**src/rtl/core/igfr_pkg.sv**
```systemverilog
// Package for the idle-gap frame receiver: field widths, command codes
// and the reset value of the idle tick register. No dependencies.
`default_nettype none

package igfr_pkg;

  localparam int CMD_W   = 2;
  localparam int BYTE_W  = 8;
  localparam int TICKS_W = 8;
  localparam int LEN_W   = 6;

  localparam logic [TICKS_W-1:0] IDLE_TICKS_RESET = 8'd5;

  typedef enum logic [CMD_W-1:0] {
    CMD_BYTE  = 2'd0,
    CMD_TICK  = 2'd1,
    CMD_FLUSH = 2'd2
  } cmd_t;

endpackage : igfr_pkg

`default_nettype wire

```
**src/rtl/core/igfr_ram.sv**
```systemverilog
// Generic single-write, single-read synchronous RAM with registered read data.
// Read data holds while the read enable is low. No dependencies.
`default_nettype none

module igfr_ram #(
  parameter int WIDTH = 8,
  parameter int DEPTH = 63,
  localparam int ADDR_W = (DEPTH > 1) ? $clog2(DEPTH) : 1
) (
  input  wire logic              clk,
  input  wire logic              we,
  input  wire logic [ADDR_W-1:0] waddr,
  input  wire logic [WIDTH-1:0]  wdata,
  input  wire logic              re,
  input  wire logic [ADDR_W-1:0] raddr,
  output logic      [WIDTH-1:0]  rdata
);

  logic [WIDTH-1:0] mem [DEPTH];

  always_ff @(posedge clk) begin
    if (we) begin
      mem[waddr] <= wdata;
    end
    if (re) begin
      rdata <= mem[raddr];
    end
  end

endmodule : igfr_ram

`default_nettype wire

```
**src/rtl/core/idle_gap_frame_receiver_unit.sv**
```systemverilog
// Idle-gap frame receiver: gathers bytes in a frame store, closes the frame
// after a gap of idle ticks and drains it. Uses igfr_pkg and igfr_ram.
//
//   channel | signals                                    | direction
//   --------+--------------------------------------------+----------
//   cfg     | cfg_valid, cfg_ready, cfg_data             | in
//   in      | in_valid, in_stall, cmd, rx_byte           | in
//   out     | out_valid, out_stall, frame_byte,          | out
//           |   last_of_frame, empty_frame, frame_length |
//
// Byte, flush and non-closing tick items never start a drain, and input is
// never stalled outside a drain. A closing tick starts a drain that reads the
// frame store through its single read port, one byte per cycle while the
// output register is free, and holds the input until the last byte (or the
// empty-frame result) is loaded. Output stalls freeze the drain in place.
// Reset (rst, synchronous) empties the frame, clears the countdown and sets
// idle_ticks to 5; the store itself is not cleared.
`default_nettype none

module idle_gap_frame_receiver_unit
  import igfr_pkg::*;
#(
  parameter int BUFFER_DEPTH = 64
) (
  input  wire logic               clk,
  input  wire logic               rst,
  input  wire logic               cfg_valid,
  output logic                    cfg_ready,
  input  wire logic [TICKS_W-1:0] cfg_data,
  input  wire logic               in_valid,
  output logic                    in_stall,
  input  wire logic [CMD_W-1:0]   cmd,
  input  wire logic [BYTE_W-1:0]  rx_byte,
  output logic                    out_valid,
  input  wire logic               out_stall,
  output logic      [BYTE_W-1:0]  frame_byte,
  output logic                    last_of_frame,
  output logic                    empty_frame,
  output logic      [LEN_W-1:0]   frame_length
);

  localparam int CAP    = BUFFER_DEPTH - 1;
  localparam int CNT_W  = $clog2(BUFFER_DEPTH);
  localparam int ADDR_W = (CAP > 1) ? $clog2(CAP) : 1;
  localparam logic [CNT_W-1:0] CAP_CNT = CNT_W'(CAP);

  typedef enum logic {
    S_IDLE,
    S_DRAIN
  } state_t;

  state_t             state;
  logic [CNT_W-1:0]   fill_count;
  logic [TICKS_W-1:0] idle_countdown;
  logic [TICKS_W-1:0] idle_ticks;
  logic [CNT_W-1:0]   drain_len;
  logic [CNT_W-1:0]   rd_idx;
  logic               pend;
  logic               pend_last;

  logic               in_acc;
  logic               store_byte;
  logic               close_tick;
  logic               out_free;
  logic               issue;
  logic               out_load;
  logic [BYTE_W-1:0]  rdata;
  logic [LEN_W+CNT_W-1:0] len_ext;

  assign cfg_ready  = 1'b1;
  assign in_stall   = (state != S_IDLE);
  assign in_acc     = in_valid && !in_stall;
  assign store_byte = in_acc && (cmd == CMD_BYTE) && (fill_count < CAP_CNT);
  assign close_tick = in_acc && (cmd == CMD_TICK) &&
                      (idle_countdown == TICKS_W'(1));

  assign out_free = !out_valid || !out_stall;
  // Read the next byte when none is pending or the pending one can move to the output this cycle.
  assign issue    = (state == S_DRAIN) && (rd_idx < drain_len) && (!pend || out_free);
  assign out_load = (state == S_DRAIN) && out_free &&
                    (pend || (drain_len == '0));
  assign len_ext  = {{LEN_W{1'b0}}, drain_len};

  // Drain only starts after the closing item, so a read never meets a
  // write to the same entry in one cycle.
  igfr_ram #(
    .WIDTH(BYTE_W),
    .DEPTH(CAP)
  ) u_store (
    .clk  (clk),
    .we   (store_byte),
    .waddr(fill_count[ADDR_W-1:0]),
    .wdata(rx_byte),
    .re   (issue),
    .raddr(rd_idx[ADDR_W-1:0]),
    .rdata(rdata)
  );

  always_ff @(posedge clk) begin
    if (rst) begin
      state          <= S_IDLE;
      fill_count     <= '0;
      idle_countdown <= '0;
      idle_ticks     <= IDLE_TICKS_RESET;
      pend           <= 1'b0;
      out_valid      <= 1'b0;
    end else begin
      if (cfg_valid && cfg_ready) begin
        idle_ticks <= cfg_data;
      end

      if (in_acc) begin
        case (cmd_t'(cmd))
          CMD_BYTE: begin
            // Full store: drop the byte and empty the frame.
            fill_count     <= store_byte ? fill_count + CNT_W'(1) : '0;
            idle_countdown <= idle_ticks;
          end
          CMD_FLUSH: begin
            fill_count <= '0;
          end
          CMD_TICK: begin
            if (idle_countdown != '0) begin
              idle_countdown <= idle_countdown - TICKS_W'(1);
            end
            if (close_tick) begin
              drain_len  <= fill_count;
              fill_count <= '0;
              rd_idx     <= '0;
              pend       <= 1'b0;
              state      <= S_DRAIN;
            end
          end
          default: begin
          end
        endcase
      end

      if (state == S_DRAIN) begin
        if (issue) begin
          rd_idx    <= rd_idx + CNT_W'(1);
          pend_last <= (rd_idx == drain_len - CNT_W'(1));
          pend      <= 1'b1;
        end else if (out_load) begin
          pend <= 1'b0;
        end
      end

      if (out_load) begin
        out_valid    <= 1'b1;
        frame_length <= len_ext[LEN_W-1:0];
        if (drain_len == '0) begin
          frame_byte    <= '0;
          last_of_frame <= 1'b1;
          empty_frame   <= 1'b1;
          state         <= S_IDLE;
        end else begin
          frame_byte    <= rdata;
          last_of_frame <= pend_last;
          empty_frame   <= 1'b0;
          if (pend_last) begin
            state <= S_IDLE;
          end
        end
      end else if (!out_stall) begin
        out_valid <= 1'b0;
      end
    end
  end

  a_close_starts_drain: assert property (@(posedge clk) disable iff (rst)
    close_tick |=> (state == S_DRAIN))
    else $error("closing tick did not start a drain");

  a_last_ends_drain: assert property (@(posedge clk) disable iff (rst)
    (out_load && pend && pend_last) |=> (state == S_IDLE) && last_of_frame)
    else $error("drain did not end after the last byte");

  a_pend_has_read: assert property (@(posedge clk) disable iff (rst)
    (state == S_DRAIN && pend) |-> (rd_idx != '0) && (rd_idx <= drain_len))
    else $error("pending read without an issued address");

  a_fill_in_range: assert property (@(posedge clk) disable iff (rst)
    fill_count <= CAP_CNT)
    else $error("fill count beyond store capacity");

  a_empty_is_last: assert property (@(posedge clk) disable iff (rst)
    (out_valid && empty_frame) |-> last_of_frame && (frame_length == '0))
    else $error("empty frame result malformed");

endmodule : idle_gap_frame_receiver_unit

`default_nettype wire

```
**config.mk**
```make
export PLATFORM = sky130hd
export DESIGN_NAME = idle_gap_frame_receiver_unit
export DESIGN_NICKNAME = d
export VERILOG_FILES = /design/src/rtl/core/igfr_pkg.sv /design/src/rtl/core/igfr_ram.sv /design/src/rtl/core/idle_gap_frame_receiver_unit.sv
export SDC_FILE = /design/constraint.sdc
export NUM_CORES = 1
export LEC_CHECK = 0
export BUFFER_PORTS_ARGS = -buffer_cell sky130_fd_sc_hd__buf_2
export CAP_MARGIN = 20
export CELL_PAD_IN_SITES_DETAIL_PLACEMENT = 1
export CELL_PAD_IN_SITES_GLOBAL_PLACEMENT = 2
export CORE_MARGIN = 4
export CORE_UTILIZATION = 35
export DETAILED_ROUTE_END_ITERATION = 8
export GPL_TIMING_DRIVEN = 0
export HOLD_SLACK_MARGIN = 0.1
export PLACE_DENSITY_LB_ADDON = 0.1
export SKIP_CTS_REPAIR_TIMING = 1
export SLEW_MARGIN = 25
export SYNTH_ARGS = -nofsm -noshare
export SYNTH_HDL_FRONTEND = slang
export SYNTH_SLANG_ARGS = --single-unit
```
**constraint.sdc**
```tcl
create_clock -name clk -period 3.8 [get_ports clk]
set_input_delay 0.95 -clock clk [delete_from_list [all_inputs] [get_ports clk]]
set_output_delay 0.95 -clock clk [all_outputs]
set_load 0.05 [all_outputs]
```
Word level (Yosys, flattened, before mapping)
Memory sizes are Yosys's and may differ from the RTL's. A register that Yosys moved wholly into a read port is not among the register bits.
Index checks and enable logic that the tools add are counted.
- bitwise gates (word level): 1
- equal/unequal tests: 7
- reduce and logical (&&, ||, !) cells: 26
- add/subtract/negate cells: 4
- order comparisons: 2
- muxes and demuxes: 27
- operators by type and width (kind ; count):
    $mux 6 ; 7
    $pmux 6 s3 ; 1
    $mux 1 ; 17
    $pmux 8 s2 ; 1
    $add 6x1->6 const B ; 2
    $logic_and 1x1->1 ; 9
    $reduce_and 3->1 ; 3
    $eq 8x1->1 const B ; 1
    $mux 8 ; 1
    $reduce_bool 8->1 ; 1
    $sub 8x1->8 const B ; 1
    $eq 6x6->1 ; 1
    $logic_not 6->1 ; 1
    $lt 6x6->1 ; 1
    $lt 6x6->1 const B ; 1
    $sub 6x1->6 const B ; 1
    $logic_not 1->1 ; 4
    $ne 2x1->1 const B ; 2
    $reduce_and 4->1 ; 1
    $logic_or 1x1->1 ; 3
    $reduce_bool 3->1 ; 1
    $eq 2x1->1 const B ; 1
    $eq 2x2->1 const B ; 1
    $logic_not 2->1 ; 1
    4 further kinds ; 4
- memory bits (writable): 504
- memories kept: 1
- word-level logic and storage cells: 81
- bits in registers: 54
- memory list (memory ; words ; width ; rd ports ; clocked after Yosys merged registers in ; write ports ; line ; source):
    u_store.mem ; 63 ; 8 ; 1 ; 1 ; 1 ; igfr_ram.sv:19 ; logic [WIDTH-1:0] mem [DEPTH];

Longest topological paths before layout
Gate-level depths: netlist (run 1).
- word-level depth: 10
- depth in mapped cells: 13

Cells and area by module
Synthesis (run 1) repeated with hierarchy kept, for this count alone.
- cells, all modules: 1232
- area total of the unflattened synthesis: 22661.7 um^2
- by module, submodules not included (module ; cells each ; times used ; area an instance (um^2)):
    igfr_ram ; 949 ; 1 ; 19886.6
    idle_gap_frame_receiver_unit ; 283 ; 1 ; 2775.2

Worst setup path after synthesis (run 1)
Ideal clock, no wire load.
- path kind: register to register
- start: register drain_len[0]
- end: register empty_frame, enable pin
- data arrival time: 2.573 ns
- path slack: 0.818 ns
- stages on the path, launching flop included: 8
- path buffers: 1
- path through: edfxtp_1 > inv_1 > ha_1 > nand2_1 > nor4_1 > clkbuf_1 > nor2_1 > nor3_1
- word-level cells in the longest chain between the ends: 4
- ends and longest elaborated chain (what ; line ; source):
    start, declared ; idle_gap_frame_receiver_unit.sv:56 ; logic [CNT_W-1:0] drain_len;
    start signal, assigned ; idle_gap_frame_receiver_unit.sv:127 ; drain_len <= fill_count;
    $logic_not 6->1 ; idle_gap_frame_receiver_unit.sv:81 ; (pend || (drain_len == '0));
    $logic_or 1x1->1 ; idle_gap_frame_receiver_unit.sv:81 ;
    $logic_and 1x1->1 ; idle_gap_frame_receiver_unit.sv:80 ; assign out_load = (state == S_DRAIN) && out_free &&
    $reduce_and 2->1 (no line) ; -- ;
    end signal, assigned ; idle_gap_frame_receiver_unit.sv:155 ; empty_frame <= 1'b1;
    end signal, assigned ; idle_gap_frame_receiver_unit.sv:160 ; empty_frame <= 1'b0;
    end, declared ; idle_gap_frame_receiver_unit.sv:38 ; output logic empty_frame,
No other way between the ends.
A chain may end at the register's enable or synchronous reset.

Worst setup path in the final report (run 1)
- start: register rd_idx[1]
- end: register u_store.rdata[7], read port of u_store.mem (data pin)
- word-level cells in the longest chain between the ends: 3
- ends and longest elaborated chain (what ; line ; source):
    start, declared ; idle_gap_frame_receiver_unit.sv:57 ; logic [CNT_W-1:0] rd_idx;
    start signal, assigned ; idle_gap_frame_receiver_unit.sv:141 ; rd_idx <= rd_idx + CNT_W'(1);
    $lt 6x6->1 ; idle_gap_frame_receiver_unit.sv:79 ; assign issue = (state == S_DRAIN) && (rd_idx < drain_len) && (!pend || out_free);
    $logic_and 1x1->1 (2 in a row) ; idle_gap_frame_receiver_unit.sv:79 ;
    end, declared ; igfr_ram.sv:16 ; output logic [WIDTH-1:0] rdata
Several ways; a longest one is shown, not always the timed one.

==> results of run 1 <==
[per-stage QoR]
stage / std cells / power [mW] / hold slack (ps)
CTS: 2138 / 14.5 / 439
global route: 2137 / 14.8 / 442
finish: 2138 / 14.3 / 437
global placement: 2014 / 7.79 / 416
detailed placement: 2015 / 7.80 / 427
floorplan: 1129 / 7.44 / 406
[layout by cell type, fill, tap and decap left out, types with 6 or more instances in the layout]
cell type	netlist	routed
ha_1	15	15
nand2_1	44	44
nor3_1	10	9
clkinv_1	0	12
dfxtp_1	25	25
buf_4	6	15
mux2i_1	22	22
clkbuf_1	25	39
mux4_2	147	147
clkinv_2	0	9
o22ai_1	6	6
inv_1	22	22
buf_2	15	46
edfxtp_1	541	541
xnor2_1	6	6
nor2b_1	15	15
bufinv_16	0	10
o21ai_0	30	30
xor2_1	6	6
nand3_1	13	13
a21oi_1	15	15
buf_1	6	6
clkbuf_16	0	69
nor2_1	92	89
[final timing paths]
| check | slack (ps) | end |
|---|---|---|
| min reg2reg | 440 | drain_len[3] |
| max | 210 | u_store.rdata[7] |
| min | 440 | drain_len[3] |
| max reg2reg | 210 | u_store.rdata[7] |
[routing by layer]
| metal | vias to the layer above | wire [µm] | GRT usage (%) |
|---|---|---|---|
| met2 | 226 | 27400 | 27.1 |
| met1 | 5845 | 26600 | 24.6 |
| met4 | 0 | 1520 | 5.98 |
| met3 | 73 | 2600 | 3.28 |
| li1 | 4823 | - | - |
| met5 | - | 0 | 0 |
[layout make-up]
class,instances,area [µm²],area share (%)
Antenna cell,1,2.50,0.00964
Buffer,56,290,1.12
Clock buffer,86,1800,6.93
Clock inverter,37,457,1.76
Inverter,22,82.6,0.318
Multi-Input combinational cell,484,5310,20.4
Sequential cell,566,16700,64.5
Tap cell,846,1060,4.08
Timing Repair Buffer,40,223,0.858
[kinds of logic after synthesis]
family,after synthesis
mux,171
flops,566
simple gates,201
compound gates,84
fa+ha+maj,15
xor+xnor,12
other cells,1
buf+inv,79
[sequential cells by signal, indices dropped and copies added, names as in the netlist, 6 cells and up]
register        flops
idle_ticks          8
idle_countdown      8
fill_count          6
u_store.mem       504
u_store.rdata       8
drain_len           6
rd_idx              6
frame_byte          8
frame_length        6
[power by group through the flow]
stage	clock network [mW]	logic (mW)	registers [mW]
after global routing	7.05	0.842	6.87
final	6.61	0.777	6.87
after global placement	0	0.785	7.00
after CTS	6.79	0.797	6.87
after floorplan	0	0.449	6.99
after detailed placement	0	0.795	7.00
[worst max-delay path: cells and delay by family, from the launching register on]
| family | cells | cell delay (ps) |
|---|---|---|
| buf+inv | 2 | 1410 |
| mux | 2 | 1010 |
| flops | 1 | 490 |
| compound gates | 2 | 340 |
==> flow_metrics.env, run 1 <==
export IMPL_clock_power_share_pct=46.3
export IMPL_max_cap_violations=0
export IMPL_status="completed"
export IMPL_power_internal_mw=11.2
export IMPL_grt_overflow=0
export IMPL_stdcell_area_mm2=0.0260
export IMPL_synth_edf_count=541
export IMPL_io_buffer_count=39
export IMPL_synthXorXnorAreaFrac_pct=0.469
export IMPL_core_mm2=0.0632
export IMPL_cts_sinks=566
export IMPL_place_congestion=0.755
export IMPL_startpoint="rd_idx[1]"
export IMPL_die_area_mm2=0.0682
export IMPL_p_sw_mw=3.06
export IMPL_critical_path_class="flip-flop to flip-flop"
export IMPL_r2r_cells=6
export IMPL_synthMostInstantiatedCell="edfxtp_1"
export IMPL_cpPeakStageDelay_ps=710
export IMPL_hold_class="flip-flop to flip-flop"
export IMPL_synth_cells=1129
export IMPL_avgViaCountPerCell=5.13
export IMPL_start_kind="flip-flop"
export IMPL_synthMuxAreaShare_pct=15.9
export IMPL_vias=10967
export IMPL_insertion_delay_ps=600
export IMPL_fin_ws_ps=208
export IMPL_cp_arrival_ps=3880
export IMPL_synthTopCellsByArea="edfxtp_1 72%, mux4_2 15%, dfxtp_1 2.2%"
export IMPL_path_clk_slew_ps=60
export IMPL_cp_common_cell="mux4_2"
export IMPL_dpl_cell_area_mm2=0.0237
export IMPL_synth_top_family_by_area="multiplexers"
export IMPL_synthAdderAreaFrac_pct=0.837
export IMPL_syn_area_mm2=0.0224
export IMPL_power_per_cell_area_mw_per_mm2=549
export IMPL_ys_ff_latch=566
export IMPL_grt_usage_pct=17.3
export IMPL_numCtsBuffers=67
export IMPL_cts_tree="built"
export IMPL_min_from="fill_count[3]"
export IMPL_first_pass_iters=4
export IMPL_syn_nets=1167
export IMPL_fin_nets=1275
export IMPL_yosys_warnings=0
export IMPL_synthTopCellsByCount="541 x edfxtp_1, 147 x mux4_2, 92 x nor2_1"
export IMPL_yosys_area_share_simple_pct=4.02
export IMPL_p_leak_nw=8.25
export IMPL_grt_pass1_wl_um=84200
export IMPL_cts_root_buf="clkbuf_16"
export IMPL_p_comb_share_pct=5.5
export IMPL_synth_top_area_cell="edfxtp_1"
export IMPL_end_kind="flip-flop"
export IMPL_crit_fanout=10
export IMPL_core_rowCount=92
export IMPL_drive_above_1_share_pct=24.9
export IMPL_rsz0062_at_grt="no"
export IMPL_preCtsSetupSlack_ps=42.2
export IMPL_crit_slowest_cell="clkbuf_1"
export IMPL_die_y_um=261
export IMPL_finalCoreUtilization_pct=41.1
export IMPL_setup_viol=0
export IMPL_synthFlopType="edfxtp_1"
export IMPL_seq_power_share_pct=48.2
export IMPL_drtIter0Drc=789
export IMPL_worst_pin_slew_ps=1070
export IMPL_clock_fmax_ghz=0.278
export IMPL_peakVddDrop_mv=0.410
export IMPL_synth_top_area_share_pct=72.5
export IMPL_synth_avg_cell_area_um2=19.9
export IMPL_antenna_found_initial=4
export IMPL_p_sw_share_pct=21.5
export IMPL_worstPathRequired_ps=4080
export IMPL_initial_core_util_pct=35.5
export IMPL_skew_ps=15.7
export IMPL_routed_wl_um=58200
export IMPL_final_setup_tns_ps=0
export IMPL_cts_htree_levels=3
export IMPL_final_hold_violation_count=0
export IMPL_fin_crit_ps=3590
export IMPL_hpwl_um=37600
export IMPL_ant_nets=0
export IMPL_avgRoutedWirePerCell_um=27.2
export IMPL_maxSlewHeadroom_pct=28.9
export IMPL_fill_cells=6020
export IMPL_regToRegStartpoint="rd_idx[1]"
export IMPL_synth_compound_area_share_pct=2.42
export IMPL_whs_path_depth=0
export IMPL_ys_seq_area_share_pct=74.7
export IMPL_grt_pass1_vias=11663
export IMPL_cts_buffer_depth=3
export IMPL_syn_to_final_growth_pct=15.8
export IMPL_async_flop_share_pct=0
export IMPL_ios=42
export IMPL_yosysUniqueCellTypes=50
export IMPL_min_period_over_period_pct=94.5
export IMPL_drc=0
export IMPL_grt_max_degree=64
export IMPL_report_final_slew_viol_count=0
export IMPL_cp_cell_sequence="buf_1 -> clkbuf_1 -> mux4_2 -> mux4_2 -> o21ai_0 -> a21oi_1"
export IMPL_fp_dieW_um=261
No activity file was read; power rests on OpenSTA's default activity.
==> run 2: changes to the inputs <==
- RECOVER_POWER: unset -> 25
- TNS_END_PERCENT: unset -> 20
==> flow_metrics.env, run 2 (synthesized netlist as in run 1, its figures left out) <==
export IMPL_clock_power_share_pct=46.3
export IMPL_initial_core_util_pct=35.5
export IMPL_p_sw_share_pct=21.5
export IMPL_crit_family="buffers and inverters"
export IMPL_fin_crit_ps=3600
export IMPL_power_per_cell_area_mw_per_mm2=549
export IMPL_worstPathRequired_ps=4080
export IMPL_clock_fmax_ghz=0.278
export IMPL_startpoint="rd_idx[1]"
export IMPL_regArea_mm2=0.0167
export IMPL_hold_class="flip-flop to flip-flop"
export IMPL_cts_sinks=566
export IMPL_dpl_cell_area_mm2=0.0237
export IMPL_die_y_um=261
export IMPL_final_setup_tns_ps=0
export IMPL_regMostFlops="u_store.mem"
export IMPL_fill_cells=6026
export IMPL_crit_slowest_cell="clkbuf_1"
export IMPL_place_congestion=0.755
export IMPL_power_internal_mw=11.2
export IMPL_cts_root_buf="clkbuf_16"
export IMPL_seq_power_share_pct=48.3
export IMPL_syn_to_final_growth_pct=15.7
export IMPL_cts_htree_levels=3
export IMPL_crit_fanout=10
export IMPL_io_buffer_count=39
export IMPL_setup_viol=0
export IMPL_min_from="fill_count[3]"
export IMPL_p_comb_share_pct=5.4
export IMPL_max_cap_violations=5
export IMPL_routed_wl_um=58100
export IMPL_maxSlewHeadroom_pct=-109
export IMPL_avgViaCountPerCell=5.13
export IMPL_regToRegStartpoint="rd_idx[1]"
export IMPL_grt_usage_pct=17.3
export IMPL_rsz0062_at_grt="no"
export IMPL_peakVddDrop_mv=0.410
export IMPL_cp_common_cell="mux4_2"
export IMPL_largest_reg_flops=504
export IMPL_fin_nets=1275
export IMPL_drtIter0Drc=754
export IMPL_multi_input_area_mm2=0.00531
export IMPL_start_kind="flip-flop"
export IMPL_final_hold_violation_count=0
export IMPL_min_period_over_period_pct=94.8
export IMPL_num_antenna_cells=0
export IMPL_status="finished, violations left"
export IMPL_cpPeakStageDelay_ps=720
export IMPL_cts_tree="built"
export IMPL_hpwl_um=37600
export IMPL_worst_pin_slew_ps=3130
export IMPL_end_kind="flip-flop"
export IMPL_skew_ps=18.0
export IMPL_vias=10958
export IMPL_grt_pass1_wl_um=84200
export IMPL_final_common_cell="edfxtp_1"
export IMPL_grt_pass1_vias=11663
export IMPL_report_final_slew_viol_count=320
export IMPL_p_sw_mw=3.06
export IMPL_core_rowCount=92
export IMPL_violations="max-capacitance violations, max-slew violations"
export IMPL_layout_common_cells="541 x edfxtp_1, 147 x mux4_2, 89 x nor2_1"
export IMPL_ios=42
export IMPL_avgRoutedWirePerCell_um=27.2
export IMPL_die_area_mm2=0.0682
export IMPL_path_clk_slew_ps=60
export IMPL_fp_dieW_um=261
export IMPL_critical_path_class="flip-flop to flip-flop"
export IMPL_drc=0
export IMPL_cp_arrival_ps=3880
export IMPL_numCtsBuffers=67
export IMPL_core_mm2=0.0632
export IMPL_cp_cell_sequence="buf_1 -> clkbuf_1 -> mux4_2 -> mux4_2 -> o21ai_0 -> a21oi_1"
export IMPL_p_leak_nw=8.23
export IMPL_drive_above_1_share_pct=24.4
export IMPL_grt_overflow=0
export IMPL_stdcell_area_mm2=0.0259
export IMPL_antenna_found_initial=4
export IMPL_first_pass_iters=4
export IMPL_grt_max_degree=64
export IMPL_cts_buffer_depth=3
export IMPL_ant_nets=0
export IMPL_insertion_delay_ps=600
export IMPL_crit_buf_inv=2
==> run 2: path summary, 6_finish.rpt <==
check | slack [ps] | depth (start not counted) | to
min reg2reg | 440 | 0 | drain_len[3]
max | 200 | 6 | u_store.rdata[7]
min | 440 | 0 | drain_len[3]
max reg2reg | 200 | 6 | u_store.rdata[7]
==> run 2: metal layers <==
layer / global-route usage [%] / wire length, µm / part of all wire, % / vias to the layer above
li1: - / - / - / 4825
met1: 24.6 / 26500 / 46 / 5828
met2: 27.1 / 27300 / 47 / 232
met3: 3.28 / 2710 / 4.7 / 73
met4: 5.98 / 1520 / 2.6 / 0
met5: 0 / 0 / 0 / -
==> run 2: power by group through the flow <==
| stage | Combinational (mW) | Clock, mW | Sequential (mW) |
|---|---|---|---|
| final | 0.774 | 6.60 | 6.88 |
| after global placement | 0.785 | 0 | 7.00 |
| after detailed placement | 0.795 | 0 | 7.00 |
| after CTS | 0.797 | 6.79 | 6.87 |
| after floorplan | 0.449 | 0 | 6.99 |
| after global routing | 0.839 | 7.05 | 6.88 |
==> run 2: area by class of cell <==
type / instances / share of cell area (%)
Tap cell: 846 / 4.08
Timing Repair Buffer: 40 / 0.781
Clock inverter: 37 / 1.76
Clock buffer: 86 / 6.94
Inverter: 22 / 0.318
Sequential cell: 566 / 64.6
Buffer: 56 / 1.12
Multi-Input combinational cell: 484 / 20.4
==> run 2: through the flow <==
stage / cells / setup WS, ps / power (mW) / util (%) / hold slack [ps]
final: 2137 / 199 / 14.3 / 41.1 / 437
after detailed placement: 2015 / 42.2 / 7.80 / 37.5 / 427
after global routing: 2137 / 62.6 / 14.8 / 41.1 / 442
after global placement: 2014 / -14.7 / 7.79 / 37.5 / 416
after CTS: 2138 / 32.8 / 14.5 / 41.1 / 439
after floorplan: 1129 / 818 / 7.44 / - / 406
==> run 2: worst register-to-register path, cell delays in order, from the launching register on <==
cell      delay [ps]
edfxtp_1         500
buf_1            700
clkbuf_1         730
mux4_2           460
mux4_2           560
o21ai_0          200
a21oi_1          150
==> run 3: changes to the inputs <==
- CORE_ASPECT_RATIO: unset -> 2
- TNS_END_PERCENT: 20 -> 10
==> flow_metrics.env, run 3 (synthesized netlist as in run 1, its figures left out) <==
export IMPL_crit_fanout=10
export IMPL_startpoint="rd_idx[1]"
export IMPL_worst_pin_slew_ps=3100
export IMPL_routed_wl_um=62700
export IMPL_critical_path_class="flip-flop to flip-flop"
export IMPL_clock_fmax_ghz=0.273
export IMPL_layout_common_cells="541 x edfxtp_1, 147 x mux4_2, 75 x nor2_1"
export IMPL_insertion_delay_ps=590
export IMPL_cts_tree="built"
export IMPL_violations="max-capacitance violations, max-slew violations"
export IMPL_regMostFlops="u_store.mem"
export IMPL_vias=10907
export IMPL_final_setup_tns_ps=0
export IMPL_maxSlewHeadroom_pct=-107
export IMPL_preCtsSetupSlack_ps=31.6
export IMPL_syn_to_final_growth_pct=12.9
export IMPL_p_leak_nw=7.93
export IMPL_avgRoutedWirePerCell_um=30.4
export IMPL_io_buffer_count=39
export IMPL_end_kind="flip-flop"
export IMPL_die_area_mm2=0.0684
export IMPL_ant_nets=0
export IMPL_grt_overflow=0
export IMPL_core_rowCount=131
export IMPL_fin_nets=1261
export IMPL_grt_pass1_wl_um=89900
export IMPL_stdcell_area_mm2=0.0253
export IMPL_antenna_found_initial=0
export IMPL_largest_reg_flops=504
export IMPL_drive_above_1_share_pct=24.4
export IMPL_place_congestion=0.799
export IMPL_power_mw=12.8
export IMPL_drtIter0Drc=749
export IMPL_rsz0062_at_grt="no"
export IMPL_setup_viol=0
export IMPL_final_hold_violation_count=0
export IMPL_dpl_cell_area_mm2=0.0237
export IMPL_hpwl_um=43600
export IMPL_numCtsBuffers=51
export IMPL_start_kind="flip-flop"
export IMPL_avgViaCountPerCell=5.29
export IMPL_power_per_cell_area_mw_per_mm2=506
export IMPL_drc=0
export IMPL_fp_dieW_um=187
export IMPL_initial_core_util_pct=35.2
export IMPL_ios=42
export IMPL_cts_sinks=566
export IMPL_cp_arrival_ps=3960
export IMPL_hold_slack_ps=440
export IMPL_max_cap_violations=6
export IMPL_fin_ws_ps=134
export IMPL_path_clk_slew_ps=70
export IMPL_regToRegStartpoint="rd_idx[1]"
export IMPL_grt_pass1_vias=12121
export IMPL_dp_cells=1969
export IMPL_die_y_um=366
export IMPL_rr_endpoint="u_store.rdata[3]"
export IMPL_grt_max_degree=64
export IMPL_hold_class="flip-flop to flip-flop"
export IMPL_fill_cells=6092
export IMPL_status="finished, violations left"
export IMPL_grt_usage_pct=18.3
export IMPL_core_mm2=0.0636
export IMPL_r2r_cells=6
export IMPL_cts_buffer_depth=3
export IMPL_cts_root_buf="clkbuf_16"
export IMPL_finalCoreUtilization_pct=39.8
export IMPL_fin_crit_ps=3670
export IMPL_r2r_setup_slack_ps=130
export IMPL_skew_ps=18.0
export IMPL_peakVddDrop_mv=0.303
export IMPL_report_final_slew_viol_count=338
export IMPL_cts_htree_levels=2
export IMPL_worstPathRequired_ps=4100
export IMPL_crit_path_end="u_store.rdata[3]"
export IMPL_final_common_cell="edfxtp_1"
export IMPL_first_pass_iters=4
export IMPL_instances_no_fill=2062
export IMPL_min_period_over_period_pct=96.5
-- run 3: cell count changes in the layout (fill, tap and decap cells not counted), sizes merged --
cell      before  now
buf           66   61
clkinvlp       1    3
bufinv        10    5
clkinv        23   24
inv           25   22
diode          0    2
clkbuf       116   97
-- run 3: layer usage --
layer	vias to the layer above	share of wire (%)	global-route usage [%]
li1	4780	-	-
met1	5872	34	18.9
met2	180	60	38.0
met3	75	2.4	1.94
met4	0	2.9	5.42
met5	-	0	0
-- run 3: how the worst min path moves through the flow --
stage | startpoint | endpoint | slack (ps) | cells past startpoint
finish | fill_count[3] | drain_len[3] | 440 | 0
global route | fill_count[3] | drain_len[3] | 460 | 0
CTS | fill_count[3] | drain_len[3] | 440 | 0
detailed placement | fill_count[3] | drain_len[3] | 430 | 0
global placement | fill_count[3] | drain_len[3] | 440 | 0
floorplan | fill_count[3] | drain_len[3] | 410 | 0
-- run 3: where the power goes --
part	switching [mW]	internal, mW	leakage [nW]	total (mW)
clock	2.27	2.87	0.798	5.15
sequential	0.0216	6.85	5.08	6.88
combinational	0.499	0.292	2.05	0.790
total	2.79	10.0	7.93	12.8
-- run 3: area by class of cell --
class	instances	area, µm²	share of cell area [%]
antenna	2	5.00	0.0198
buffer	56	290	1.15
clock buffer	60	1350	5.35
clock inverter	32	278	1.10
inverter	22	82.6	0.326
multi-input combinational	484	5340	21.1
sequential	566	16700	66.2
tap	798	998	3.95
timing repair buffer	42	206	0.816
-- run 3: critical path: stages, from the launching register on --
cell and delay, ps:
edfxtp_1 550, buf_1 660, clkbuf_1 800, mux4_2 500, mux4_2 550, o21ai_0 200
a21oi_1 110
